File: src/assert_macros.svh
// Assertion helpers; each expects clk and rst_n in scope.
`ifndef ASSERT_MACROS_SVH
`define ASSERT_MACROS_SVH

// Same-cycle implication, checked out of reset.
`define FRAC_ASSERT_IMPL(label, ante, cons) \
  label: assert property (@(posedge clk) disable iff (!rst_n) (ante) |-> (cons)) \
    else $error("frac assertion failed");

// Next-cycle implication, checked out of reset.
`define FRAC_ASSERT_NEXT(label, ante, cons) \
  label: assert property (@(posedge clk) disable iff (!rst_n) (ante) |=> (cons)) \
    else $error("frac assertion failed");

`endif

File: src/frac_pkg.sv
package frac_pkg;

  localparam int OP_W        = 3;
  localparam int REG_FIELD_W = 4;
  localparam int OPERAND_W   = 16;
  localparam int WORD_W      = 64;
  localparam int HALF_W      = 32;

  // Instruction codes; anything else is ignored.
  localparam logic [OP_W-1:0] OP_LOAD  = 3'd0;
  localparam logic [OP_W-1:0] OP_STORE = 3'd1;
  localparam logic [OP_W-1:0] OP_INC   = 3'd2;
  localparam logic [OP_W-1:0] OP_DEC   = 3'd3;
  localparam logic [OP_W-1:0] OP_JNZ   = 3'd4;
  localparam logic [OP_W-1:0] OP_MUL   = 3'd5;

  typedef struct packed {
    logic [OP_W-1:0]        op;
    logic [REG_FIELD_W-1:0] reg_a;
    logic [REG_FIELD_W-1:0] reg_b;
    logic [OPERAND_W-1:0]   operand;
    logic [WORD_W-1:0]      read_data;
  } instr_t;

  typedef struct packed {
    logic              start;
    logic              ack;
    logic [WORD_W-1:0] a;
    logic [WORD_W-1:0] b;
  } mul_req_t;

  typedef struct packed {
    logic              done;
    logic [WORD_W-1:0] product;
  } mul_rsp_t;

endpackage

File: src/frac_ram.sv
module frac_ram #(
  parameter int WIDTH = 64,
  parameter int DEPTH = 4
) (
  input  logic                                  clk,
  input  logic                                  wr_en,
  input  logic [((DEPTH > 1) ? $clog2(DEPTH) : 1)-1:0] wr_addr,
  input  logic [WIDTH-1:0]                      wr_data,
  input  logic [((DEPTH > 1) ? $clog2(DEPTH) : 1)-1:0] rd_addr_a,
  input  logic [((DEPTH > 1) ? $clog2(DEPTH) : 1)-1:0] rd_addr_b,
  output logic [WIDTH-1:0]                      rd_data_a,
  output logic [WIDTH-1:0]                      rd_data_b
);

  logic [WIDTH-1:0] mem [DEPTH];

  always_ff @(posedge clk) begin
    if (wr_en) begin
      mem[wr_addr] <= wr_data;
    end
    rd_data_a <= mem[rd_addr_a];
    rd_data_b <= mem[rd_addr_b];
  end

endmodule

File: src/frac_mul.sv
module frac_mul (
  input  logic               clk,
  input  logic               rst_n,
  input  frac_pkg::mul_req_t req,
  output frac_pkg::mul_rsp_t rsp
);

  import frac_pkg::*;

  typedef enum logic [3:0] {
    MS_IDLE     = 4'b0001,
    MS_CROSS_LH = 4'b0010,
    MS_CROSS_HL = 4'b0100,
    MS_SUM      = 4'b1000
  } mul_state_t;

  mul_state_t          state_r, state_nxt;
  logic [WORD_W-1:0]   prod_r, prod_nxt;
  logic [WORD_W-1:0]   acc_r, acc_nxt;
  logic [HALF_W-1:0]   mul_x, mul_y;
  logic [WORD_W-1:0]   mul_p;
  logic [HALF_W-1:0]   acc_hi_sum;

  // One 32x32 multiplier, shared over the three partial products.
  always_comb begin
    mul_x = req.a[HALF_W-1:0];
    mul_y = req.b[HALF_W-1:0];
    unique case (state_r)
      MS_IDLE:     ;
      MS_CROSS_LH: mul_y = req.b[WORD_W-1:HALF_W];
      MS_CROSS_HL: mul_x = req.a[WORD_W-1:HALF_W];
      MS_SUM:      ;
      default:     ;
    endcase
    mul_p = {{HALF_W{1'b0}}, mul_x} * {{HALF_W{1'b0}}, mul_y};
  end

  assign acc_hi_sum = acc_r[WORD_W-1:HALF_W] + prod_r[HALF_W-1:0];

  always_comb begin
    state_nxt = state_r;
    prod_nxt  = prod_r;
    acc_nxt   = acc_r;
    unique case (state_r)
      MS_IDLE: begin
        if (req.start) begin
          prod_nxt  = mul_p;
          state_nxt = MS_CROSS_LH;
        end
      end
      MS_CROSS_LH: begin
        acc_nxt   = prod_r;
        prod_nxt  = mul_p;
        state_nxt = MS_CROSS_HL;
      end
      MS_CROSS_HL: begin
        acc_nxt   = {acc_hi_sum, acc_r[HALF_W-1:0]};
        prod_nxt  = mul_p;
        state_nxt = MS_SUM;
      end
      MS_SUM: begin
        if (req.ack) begin
          state_nxt = MS_IDLE;
        end
      end
      default: state_nxt = MS_IDLE;
    endcase
  end

  always_ff @(posedge clk) begin
    if (!rst_n) begin
      state_r <= MS_IDLE;
    end else begin
      state_r <= state_nxt;
    end
  end

  always_ff @(posedge clk) begin
    prod_r <= prod_nxt;
    acc_r  <= acc_nxt;
  end

  assign rsp.done    = (state_r == MS_SUM);
  assign rsp.product = {acc_hi_sum, acc_r[HALF_W-1:0]};

endmodule

File: src/frac_exec.sv
module frac_exec #(
  parameter int NUM_REGS   = 4,
  parameter int PC_WIDTH   = 10,
  parameter int ADDR_WIDTH = 16
) (
  input  logic                               clk,
  input  logic                               rst_n,
  input  logic [frac_pkg::REG_FIELD_W-1:0]   rd_idx_a,
  input  logic [frac_pkg::REG_FIELD_W-1:0]   rd_idx_b,
  input  logic                               exec_valid,
  input  frac_pkg::instr_t                   instr,
  input  logic                               retire,
  input  frac_pkg::mul_rsp_t                 mul_rsp,
  output frac_pkg::mul_req_t                 mul_req,
  output logic                               res_ready,
  output logic [PC_WIDTH-1:0]                res_next_pc,
  output logic                               res_write_enable,
  output logic [frac_pkg::OPERAND_W-1:0]     res_write_address,
  output logic [frac_pkg::WORD_W-1:0]        res_write_data,
  output logic                               res_took_effect,
  output logic                               res_flag
);

  import frac_pkg::*;

  localparam int IDX_W = $clog2(NUM_REGS);
  localparam int SLOTS = 1 << IDX_W;
  localparam logic [OPERAND_W-1:0] ADDR_MASK = (ADDR_WIDTH >= OPERAND_W) ? '1 :
      OPERAND_W'((33'd1 << ADDR_WIDTH) - 33'd1);

  logic [SLOTS-1:0]    valid_r;
  logic [IDX_W-1:0]    ridx_a, ridx_b, wr_idx;
  logic                wr_en;
  logic [WORD_W-1:0]   wr_val;
  logic                wr_reg;
  logic [WORD_W-1:0]   rdata_a, rdata_b;
  logic                vld_a_r, vld_b_r, byp_a_r, byp_b_r;
  logic [WORD_W-1:0]   byp_data_r;
  logic                hit_a, hit_b;
  logic [WORD_W-1:0]   op_a, op_b;
  logic [PC_WIDTH-1:0] pc_r, pc_nxt, pc_inc, npc;
  logic                flag_r, flag_nxt;
  logic                ra_ok, rb_ok, done, jump, mul_need;
  logic [WORD_W-1:0]   sum_inc, sum_dec;

  assign ridx_a = rd_idx_a[IDX_W-1:0];
  assign ridx_b = rd_idx_b[IDX_W-1:0];
  assign wr_idx = instr.reg_a[IDX_W-1:0];
  assign wr_en  = retire && wr_reg;
  assign hit_a  = wr_en && (wr_idx == ridx_a);
  assign hit_b  = wr_en && (wr_idx == ridx_b);

  frac_ram #(
    .WIDTH (WORD_W),
    .DEPTH (SLOTS)
  ) u_regs (
    .clk       (clk),
    .wr_en     (wr_en),
    .wr_addr   (wr_idx),
    .wr_data   (wr_val),
    .rd_addr_a (ridx_a),
    .rd_addr_b (ridx_b),
    .rd_data_a (rdata_a),
    .rd_data_b (rdata_b)
  );

  // Entries never written read as zero; a same-edge write is bypassed.
  always_ff @(posedge clk) begin
    if (!rst_n) begin
      valid_r <= '0;
      vld_a_r <= 1'b0;
      vld_b_r <= 1'b0;
      byp_a_r <= 1'b0;
      byp_b_r <= 1'b0;
    end else begin
      if (wr_en) begin
        valid_r[wr_idx] <= 1'b1;
      end
      vld_a_r <= valid_r[ridx_a] || hit_a;
      vld_b_r <= valid_r[ridx_b] || hit_b;
      byp_a_r <= hit_a;
      byp_b_r <= hit_b;
    end
  end

  always_ff @(posedge clk) begin
    byp_data_r <= wr_val;
  end

  assign op_a = !vld_a_r ? '0 : (byp_a_r ? byp_data_r : rdata_a);
  assign op_b = !vld_b_r ? '0 : (byp_b_r ? byp_data_r : rdata_b);

  assign ra_ok   = instr.reg_a < REG_FIELD_W'(NUM_REGS);
  assign rb_ok   = instr.reg_b < REG_FIELD_W'(NUM_REGS);
  assign pc_inc  = pc_r + PC_WIDTH'(1);
  assign sum_inc = op_a + WORD_W'(1);
  assign sum_dec = op_a - WORD_W'(1);

  always_comb begin
    done              = 1'b0;
    jump              = 1'b0;
    mul_need          = 1'b0;
    wr_reg            = 1'b0;
    wr_val            = '0;
    flag_nxt          = flag_r;
    res_write_enable  = 1'b0;
    res_write_address = '0;
    res_write_data    = '0;
    unique case (instr.op)
      OP_LOAD: begin
        if (ra_ok) begin
          done   = 1'b1;
          wr_reg = 1'b1;
          wr_val = instr.read_data;
        end
      end
      OP_STORE: begin
        if (ra_ok) begin
          done              = 1'b1;
          res_write_enable  = 1'b1;
          res_write_address = instr.operand & ADDR_MASK;
          res_write_data    = op_a;
        end
      end
      OP_INC: begin
        if (ra_ok) begin
          done     = 1'b1;
          wr_reg   = 1'b1;
          wr_val   = sum_inc;
          flag_nxt = |sum_inc;
        end
      end
      OP_DEC: begin
        if (ra_ok) begin
          done     = 1'b1;
          wr_reg   = 1'b1;
          wr_val   = sum_dec;
          flag_nxt = |sum_dec;
        end
      end
      OP_JNZ: begin
        done = 1'b1;
        jump = flag_r;
      end
      OP_MUL: begin
        if (ra_ok && rb_ok) begin
          done     = 1'b1;
          mul_need = 1'b1;
          wr_reg   = 1'b1;
          wr_val   = mul_rsp.product;
        end
      end
      default: ;
    endcase
  end

  assign npc    = jump ? instr.operand[PC_WIDTH-1:0] : pc_inc;
  assign pc_nxt = (retire && done) ? npc : pc_r;

  always_ff @(posedge clk) begin
    if (!rst_n) begin
      pc_r   <= '0;
      flag_r <= 1'b0;
    end else begin
      pc_r <= pc_nxt;
      if (retire) begin
        flag_r <= flag_nxt;
      end
    end
  end

  assign mul_req.start = exec_valid && mul_need;
  assign mul_req.ack   = retire;
  assign mul_req.a     = op_a;
  assign mul_req.b     = op_b;

  assign res_ready       = !mul_need || mul_rsp.done;
  assign res_next_pc     = done ? npc : pc_r;
  assign res_took_effect = done;
  assign res_flag        = flag_nxt;

endmodule

File: src/four_register_accumulator_cpu_step_top.sv
// A request is registered into the execute stage on accept, then retires into the output register;
// a MUL with valid registers forms three 32x32 partial products on one multiplier.
// Throughput: one request per cycle while output is taken; a MUL holds execute until done.
// The next request may read a register written by the previous one without a bubble.
// Reset (rst_n low, synchronous): registers read as zero, PC and jump flag clear,
// pipeline and output valids drop. No clearing pass is needed.
module four_register_accumulator_cpu_step_top #(
  parameter int NUM_REGS   = 4,
  parameter int PC_WIDTH   = 10,
  parameter int ADDR_WIDTH = 16
) (
  input  logic                                 clk,
  input  logic                                 rst_n,
  input  logic                                 in_valid,
  output logic                                 in_ready,
  input  logic [frac_pkg::OP_W-1:0]            in_operation,
  input  logic [frac_pkg::REG_FIELD_W-1:0]     in_reg_a,
  input  logic [frac_pkg::REG_FIELD_W-1:0]     in_reg_b,
  input  logic [frac_pkg::OPERAND_W-1:0]       in_operand_value,
  input  logic signed [frac_pkg::WORD_W-1:0]   in_read_data,
  output logic                                 out_valid,
  input  logic                                 out_ready,
  output logic [PC_WIDTH-1:0]                  out_next_pc,
  output logic                                 out_write_enable,
  output logic [frac_pkg::OPERAND_W-1:0]       out_write_address,
  output logic signed [frac_pkg::WORD_W-1:0]   out_write_data,
  output logic                                 out_took_effect,
  output logic                                 out_nonzero_flag
);

  import frac_pkg::*;

`include "assert_macros.svh"

  // Execute stage: the registered request being worked on.
  logic                   e_valid_r, e_valid_nxt;
  instr_t                 e_instr_r;
  logic                   in_fire, retire;
  logic [REG_FIELD_W-1:0] rd_idx_a, rd_idx_b;

  // Output register.
  logic                   out_valid_r, out_valid_nxt;
  logic [PC_WIDTH-1:0]    out_next_pc_r;
  logic                   out_we_r;
  logic [OPERAND_W-1:0]   out_waddr_r;
  logic [WORD_W-1:0]      out_wdata_r;
  logic                   out_done_r;
  logic                   out_flag_r;

  // Execute results.
  mul_req_t               mul_req;
  mul_rsp_t               mul_rsp;
  logic                   res_ready;
  logic [PC_WIDTH-1:0]    res_next_pc;
  logic                   res_write_enable;
  logic [OPERAND_W-1:0]   res_write_address;
  logic [WORD_W-1:0]      res_write_data;
  logic                   res_took_effect;
  logic                   res_flag;

  // Retire when the result is complete and the output register is free or draining.
  assign retire   = e_valid_r && res_ready && (!out_valid_r || out_ready);
  // Take a new request whenever the execute stage empties this cycle.
  assign in_ready = !e_valid_r || retire;
  assign in_fire  = in_valid && in_ready;

  // Register file read addresses: the incoming request on accept, otherwise hold.
  assign rd_idx_a = in_fire ? in_reg_a : e_instr_r.reg_a;
  assign rd_idx_b = in_fire ? in_reg_b : e_instr_r.reg_b;

  assign e_valid_nxt = in_fire ? 1'b1 : (retire ? 1'b0 : e_valid_r);

  always_ff @(posedge clk) begin
    if (!rst_n) begin
      e_valid_r <= 1'b0;
    end else begin
      e_valid_r <= e_valid_nxt;
    end
  end

  always_ff @(posedge clk) begin
    if (in_fire) begin
      e_instr_r.op        <= in_operation;
      e_instr_r.reg_a     <= in_reg_a;
      e_instr_r.reg_b     <= in_reg_b;
      e_instr_r.operand   <= in_operand_value;
      e_instr_r.read_data <= $unsigned(in_read_data);
    end
  end

  frac_exec #(
    .NUM_REGS   (NUM_REGS),
    .PC_WIDTH   (PC_WIDTH),
    .ADDR_WIDTH (ADDR_WIDTH)
  ) u_exec (
    .clk               (clk),
    .rst_n             (rst_n),
    .rd_idx_a          (rd_idx_a),
    .rd_idx_b          (rd_idx_b),
    .exec_valid        (e_valid_r),
    .instr             (e_instr_r),
    .retire            (retire),
    .mul_rsp           (mul_rsp),
    .mul_req           (mul_req),
    .res_ready         (res_ready),
    .res_next_pc       (res_next_pc),
    .res_write_enable  (res_write_enable),
    .res_write_address (res_write_address),
    .res_write_data    (res_write_data),
    .res_took_effect   (res_took_effect),
    .res_flag          (res_flag)
  );

  frac_mul u_mul (
    .clk   (clk),
    .rst_n (rst_n),
    .req   (mul_req),
    .rsp   (mul_rsp)
  );

  // Output register: load on retire, drop when taken.
  assign out_valid_nxt = retire ? 1'b1 : (out_ready ? 1'b0 : out_valid_r);

  always_ff @(posedge clk) begin
    if (!rst_n) begin
      out_valid_r <= 1'b0;
    end else begin
      out_valid_r <= out_valid_nxt;
    end
  end

  always_ff @(posedge clk) begin
    if (retire) begin
      out_next_pc_r <= res_next_pc;
      out_we_r      <= res_write_enable;
      out_waddr_r   <= res_write_address;
      out_wdata_r   <= res_write_data;
      out_done_r    <= res_took_effect;
      out_flag_r    <= res_flag;
    end
  end

  assign out_valid         = out_valid_r;
  assign out_next_pc       = out_next_pc_r;
  assign out_write_enable  = out_we_r;
  assign out_write_address = out_waddr_r;
  assign out_write_data    = $signed(out_wdata_r);
  assign out_took_effect   = out_done_r;
  assign out_nonzero_flag  = out_flag_r;

  // A result without a memory write carries zero address and data.
  `FRAC_ASSERT_IMPL(a_no_write_zero, out_valid_r && !out_we_r,
                    (out_waddr_r == '0) && (out_wdata_r == '0))
  // Only an executed store writes memory.
  `FRAC_ASSERT_IMPL(a_write_took_effect, out_valid_r && out_we_r, out_done_r)
  // The multiplier only finishes for a MUL sitting in the execute stage.
  `FRAC_ASSERT_IMPL(a_mul_owner, mul_rsp.done, e_valid_r && (e_instr_r.op == OP_MUL))
  // A finished product is held until the MUL retires.
  `FRAC_ASSERT_NEXT(a_mul_hold, mul_rsp.done && !retire, mul_rsp.done)

endmodule
File: config.mk
export PLATFORM = sky130hd
export DESIGN_NAME = four_register_accumulator_cpu_step_top
export DESIGN_NICKNAME = d
export VERILOG_FILES = /design/src/frac_pkg.sv /design/src/frac_ram.sv /design/src/frac_mul.sv /design/src/frac_exec.sv /design/src/four_register_accumulator_cpu_step_top.sv
export VERILOG_INCLUDE_DIRS = /design/src /design/src/src
export SDC_FILE = /design/constraint.sdc
export NUM_CORES = 2
export LEC_CHECK = 0
export ABC_AREA = 1
export ABC_CLOCK_PERIOD_IN_PS = 11740
export BUFFER_PORTS_ARGS = -buffer_cell sky130_fd_sc_hd__buf_2
export CORE_AREA = 4 4 584 355
export CTS_BUF_LIST = sky130_fd_sc_hd__clkbuf_8
export CTS_CLUSTER_SIZE = 30
export DETAILED_ROUTE_END_ITERATION = 16
export DIE_AREA = 0 0 588 359
export PLACE_DENSITY = 0.55
export SLEW_MARGIN = 0
export SYNTH_ARGS = -nofsm -noshare
export SYNTH_HDL_FRONTEND = slang
export SYNTH_SLANG_ARGS = --single-unit
export TNS_END_PERCENT = 30
File: constraint.sdc
create_clock -name clk -period 11.74 [get_ports clk]
set_clock_uncertainty 0.1 [all_clocks]
set_input_delay 1.761 -clock clk [delete_from_list [all_inputs] [get_ports clk]]
set_output_delay 1.761 -clock clk [all_outputs]
set_load 0.01 [all_outputs]
==> metrics.yaml <==
period_needed_ns: 11.08
hp-start: "u_exec.valid_r[3]"
crit_path_start_kind: "flop"
cts-root-buf: "clkbuf_8"
max-clock-path-buffers: 3
finalWorstSetupSlack_ns: 0.665
nNetsFinal: 9762
insertion_delay_ns: 0.84
dp.cells: 11000
cp_slowest_cell: "o21ai_2"
drtIter0Drc: 8765
postRouteWirelength_um: 350000
p_sw_frac: 0.375
ys_types: 56
finalSetupViolCount: 0
grt_max_degree: 98
grt_pass1_vias: 59000
ir_worst_vdd_v: 0.0000984
leakage_nw: 35.4
violations: "capacitance limit, slew limit"
period_share: 0.943
final_cells: 11200
power_density_nw_per_um2: 96.9
hpwlAfterDp_um: 284000
syn_to_final_growth_pct: 11.0
cts.reportedPaths.clkPinSlew_ns: 0.07
synth-seq-cells: 785
cts.sinks: 785
nFillCells: 20700
hold_class: "flop to flop"
seq_power_share: 0.416
grt_use_total: 0.324
worstRegToRegCells: 28
synthCells: 8232
crit_required_ns: 12.17
critPathMaxStageDelay_ns: 1.08
arrival_ns: 11.51
p_clk_frac: 0.314
p_int_mw: 4.73
worst_slew_pin_slew_ns: 1.56
crit_type: "flop to flop"
ys_seq_area_frac: 0.304
cts_tree: "built"
crit_fanout: 29
die_h_um: 359
fp-row-count: 128
pre_cts_ws_ns: 1.09
syn-num-nets: 9523
status: "finished with violations"
synth-async-reset-ratio: 0
grt.overflow.total: 0
drtAntennaViolNets: 0
hold_path_depth: 2
port_buffers: 189
synth_edf_count: 568
design.portCount: 190
timing.rr.end: "u_mul.prod_r[52]"
dr.pass1.iters: 7
ys_warn_count: 0
final_core_util: 0.387
drive_gt1_frac: 0.0916
die_w_um: 588
p_comb_frac: 0.270
rr_startpoint: "u_exec.byp_a_r"
total_power_mw: 7.57
num_vias: 61900
grt_setup_unrepaired: "false"
relSlewSlack: -0.0503
ys.flop_type: "edfxtp_1"
die_area_um2: 211000
tns_ns: 0
core-area_um2: 202000
min_to: "u_exec.valid_r[3]"
route.detailed.drc: 0
cp-end-kind: "flop"
syn_area_um2: 70400
layout.area.seq_um2: 21400
maxCapViolations: 1
cts_resized: 0
multiInputGateArea_um2: 42500
hold_violations: 0
hold_buffers: 0
viasPerCell: 5.51
slew_viol_final: 10
grt_pass1_wl_um: 480000
antenna_found_initial: 19
reg2reg_slack_ns: 0.66
numCtsBuffers: 114
start_util: 0.349
cts-htree-levels: 3
postCtsSetupBuffers: 0
p_sw_mw: 2.84
gp_congestion: 1.05
wl_per_cell_um: 31.2
syn_area_per_cell_um2: 8.55
max_freq_mhz: 90.3
crit_top_cell: "fa_1"
power by group through the flow:
stage | clock network (mW) | registers, mW | logic, mW
floorplan | 0 | 3.18 | 0.932
global placement | 0 | 3.21 | 1.93
detailed placement | 0 | 3.21 | 1.92
CTS | 2.41 | 3.15 | 1.93
global route | 2.54 | 3.16 | 2.11
finish | 2.38 | 3.15 | 2.04
worst max path at each step:
stage	startpoint	depth (start not counted)	endpoint
final	u_exec.byp_a_r	28	u_mul.prod_r[52]
after global placement	u_exec.byp_a_r	28	u_mul.prod_r[52]
after floorplan	u_mul.state_r[3]	33	u_mul.prod_r[55]
after global routing	u_exec.byp_a_r	31	u_mul.prod_r[54]
after CTS	u_exec.byp_a_r	28	u_mul.prod_r[52]
after detailed placement	u_exec.byp_a_r	28	u_mul.prod_r[52]
state kept, by name (all words and copies together), names as in the netlist, 4 cells and up:
name / flops
e_instr_r: 91
out_next_pc: 10
out_write_address: 16
out_write_data: 64
u_exec.byp_data_r: 64
u_exec.pc_r: 10
u_exec.u_regs.mem: 256
u_exec.u_regs.rd_data_a: 64
u_exec.u_regs.rd_data_b: 64
u_exec.valid_r: 4
u_mul.acc_r: 64
u_mul.prod_r: 64
u_mul.state_r: 4
critical path: cells and delay by family (launching register included):
kind | cells | cell delay, ns
AO/OA/AOI/OAI | 4 | 2.42
XOR/XNOR | 1 | 0.17
adder cells (fa/ha/maj) | 9 | 4.54
buffers and inverters | 9 | 2.19
flip-flops | 1 | 0.45
AND/OR/NAND/NOR | 5 | 0.90
cells in the final DEF (no fill, tap or decap), types with 15 or more instances in the layout:
cell type  instances
inv_1           1399
dfxtp_1          214
xnor2_1           34
nand3_2           33
o21ai_1           27
a21oi_1          148
a31oi_1           41
ha_1             299
o22ai_1          142
o21ai_0          513
nor2_4            15
buf_2            189
clkbuf_8         134
o21ai_2           25
nand3_1          149
mux2i_1           62
nand2_2           16
clkinv_1          26
nor2_1          1413
a22oi_1           20
nand4_1           39
nand2_1         1579
o211ai_1          21
fa_1             897
nor2_2            23
buf_4            261
clkinv_2          16
edfxtp_1         568
xor2_1            87
per-stage QoR:
stage | area (um^2) | hold slack [ns]
2_1_floorplan | 70400 | 0.340
3_3_place_gp | 75700 | 0.356
3_5_place_dp | 75700 | 0.360
4_1_cts | 78100 | 0.376
5_1_grt | 78100 | 0.396
6_report | 78100 | 0.373
cell usage after synthesis, drive strengths merged, types with 4 or more instances:
master,instances,area (um^2)
a221oi,13,114
o211ai,21,158
nor4,8,50.1
clkinv,23,86.3
nand3,186,1150
o21bai,11,82.6
nor2,1451,5580
a211oi,8,60.1
dfxtp,217,4340
o21a,9,67.6
buf,73,428
o22ai,142,888
xnor2,34,298
ha,299,3740
nand4,39,244
a31oi,41,257
a22oi,20,150
or2,9,56.3
a21boi,9,67.6
inv,1370,5140
clkbuf,266,998
edfxtp,568,17100
xor2,87,762
o221ai,5,43.8
a21o,7,52.6
mux2i,62,621
nor3,19,95.1
o21ai,568,2850
nand2,1598,6050
fa,897,18000
a32oi,4,35.0
a21oi,148,741
per-layer routing:
layer	GRT usage	part of all wire	vias to the layer above	wire, um
li1	-	-	26200	-
met4	0.0478	0.018	4	6200
met5	0	0.000077	-	27
met1	0.513	0.47	31200	164000
met3	0.172	0.17	344	60900
met2	0.377	0.34	4164	119000
logic make-up after synthesis:
family	count (synthesis)	synth area share
XOR/XNOR	121	0.0151
buffers and inverters	1732	0.0946
AND/OR/NAND/NOR	3316	0.188
AO/OA/AOI/OAI	1020	0.0808
flip-flops	785	0.304
multiplexers	62	0.00882
adder cells (fa/ha/maj)	1196	0.308
area by class of cell:
class	instances	share of cell area
multi-input combinational	5715	0.545
sequential	785	0.274
inverter	1393	0.0671
tap	2665	0.0427
timing repair buffer	462	0.0403
clock buffer	134	0.0236
clock inverter	79	0.00735
antenna	8	0.000256
No activity file was read; power rests on OpenSTA's default activity.
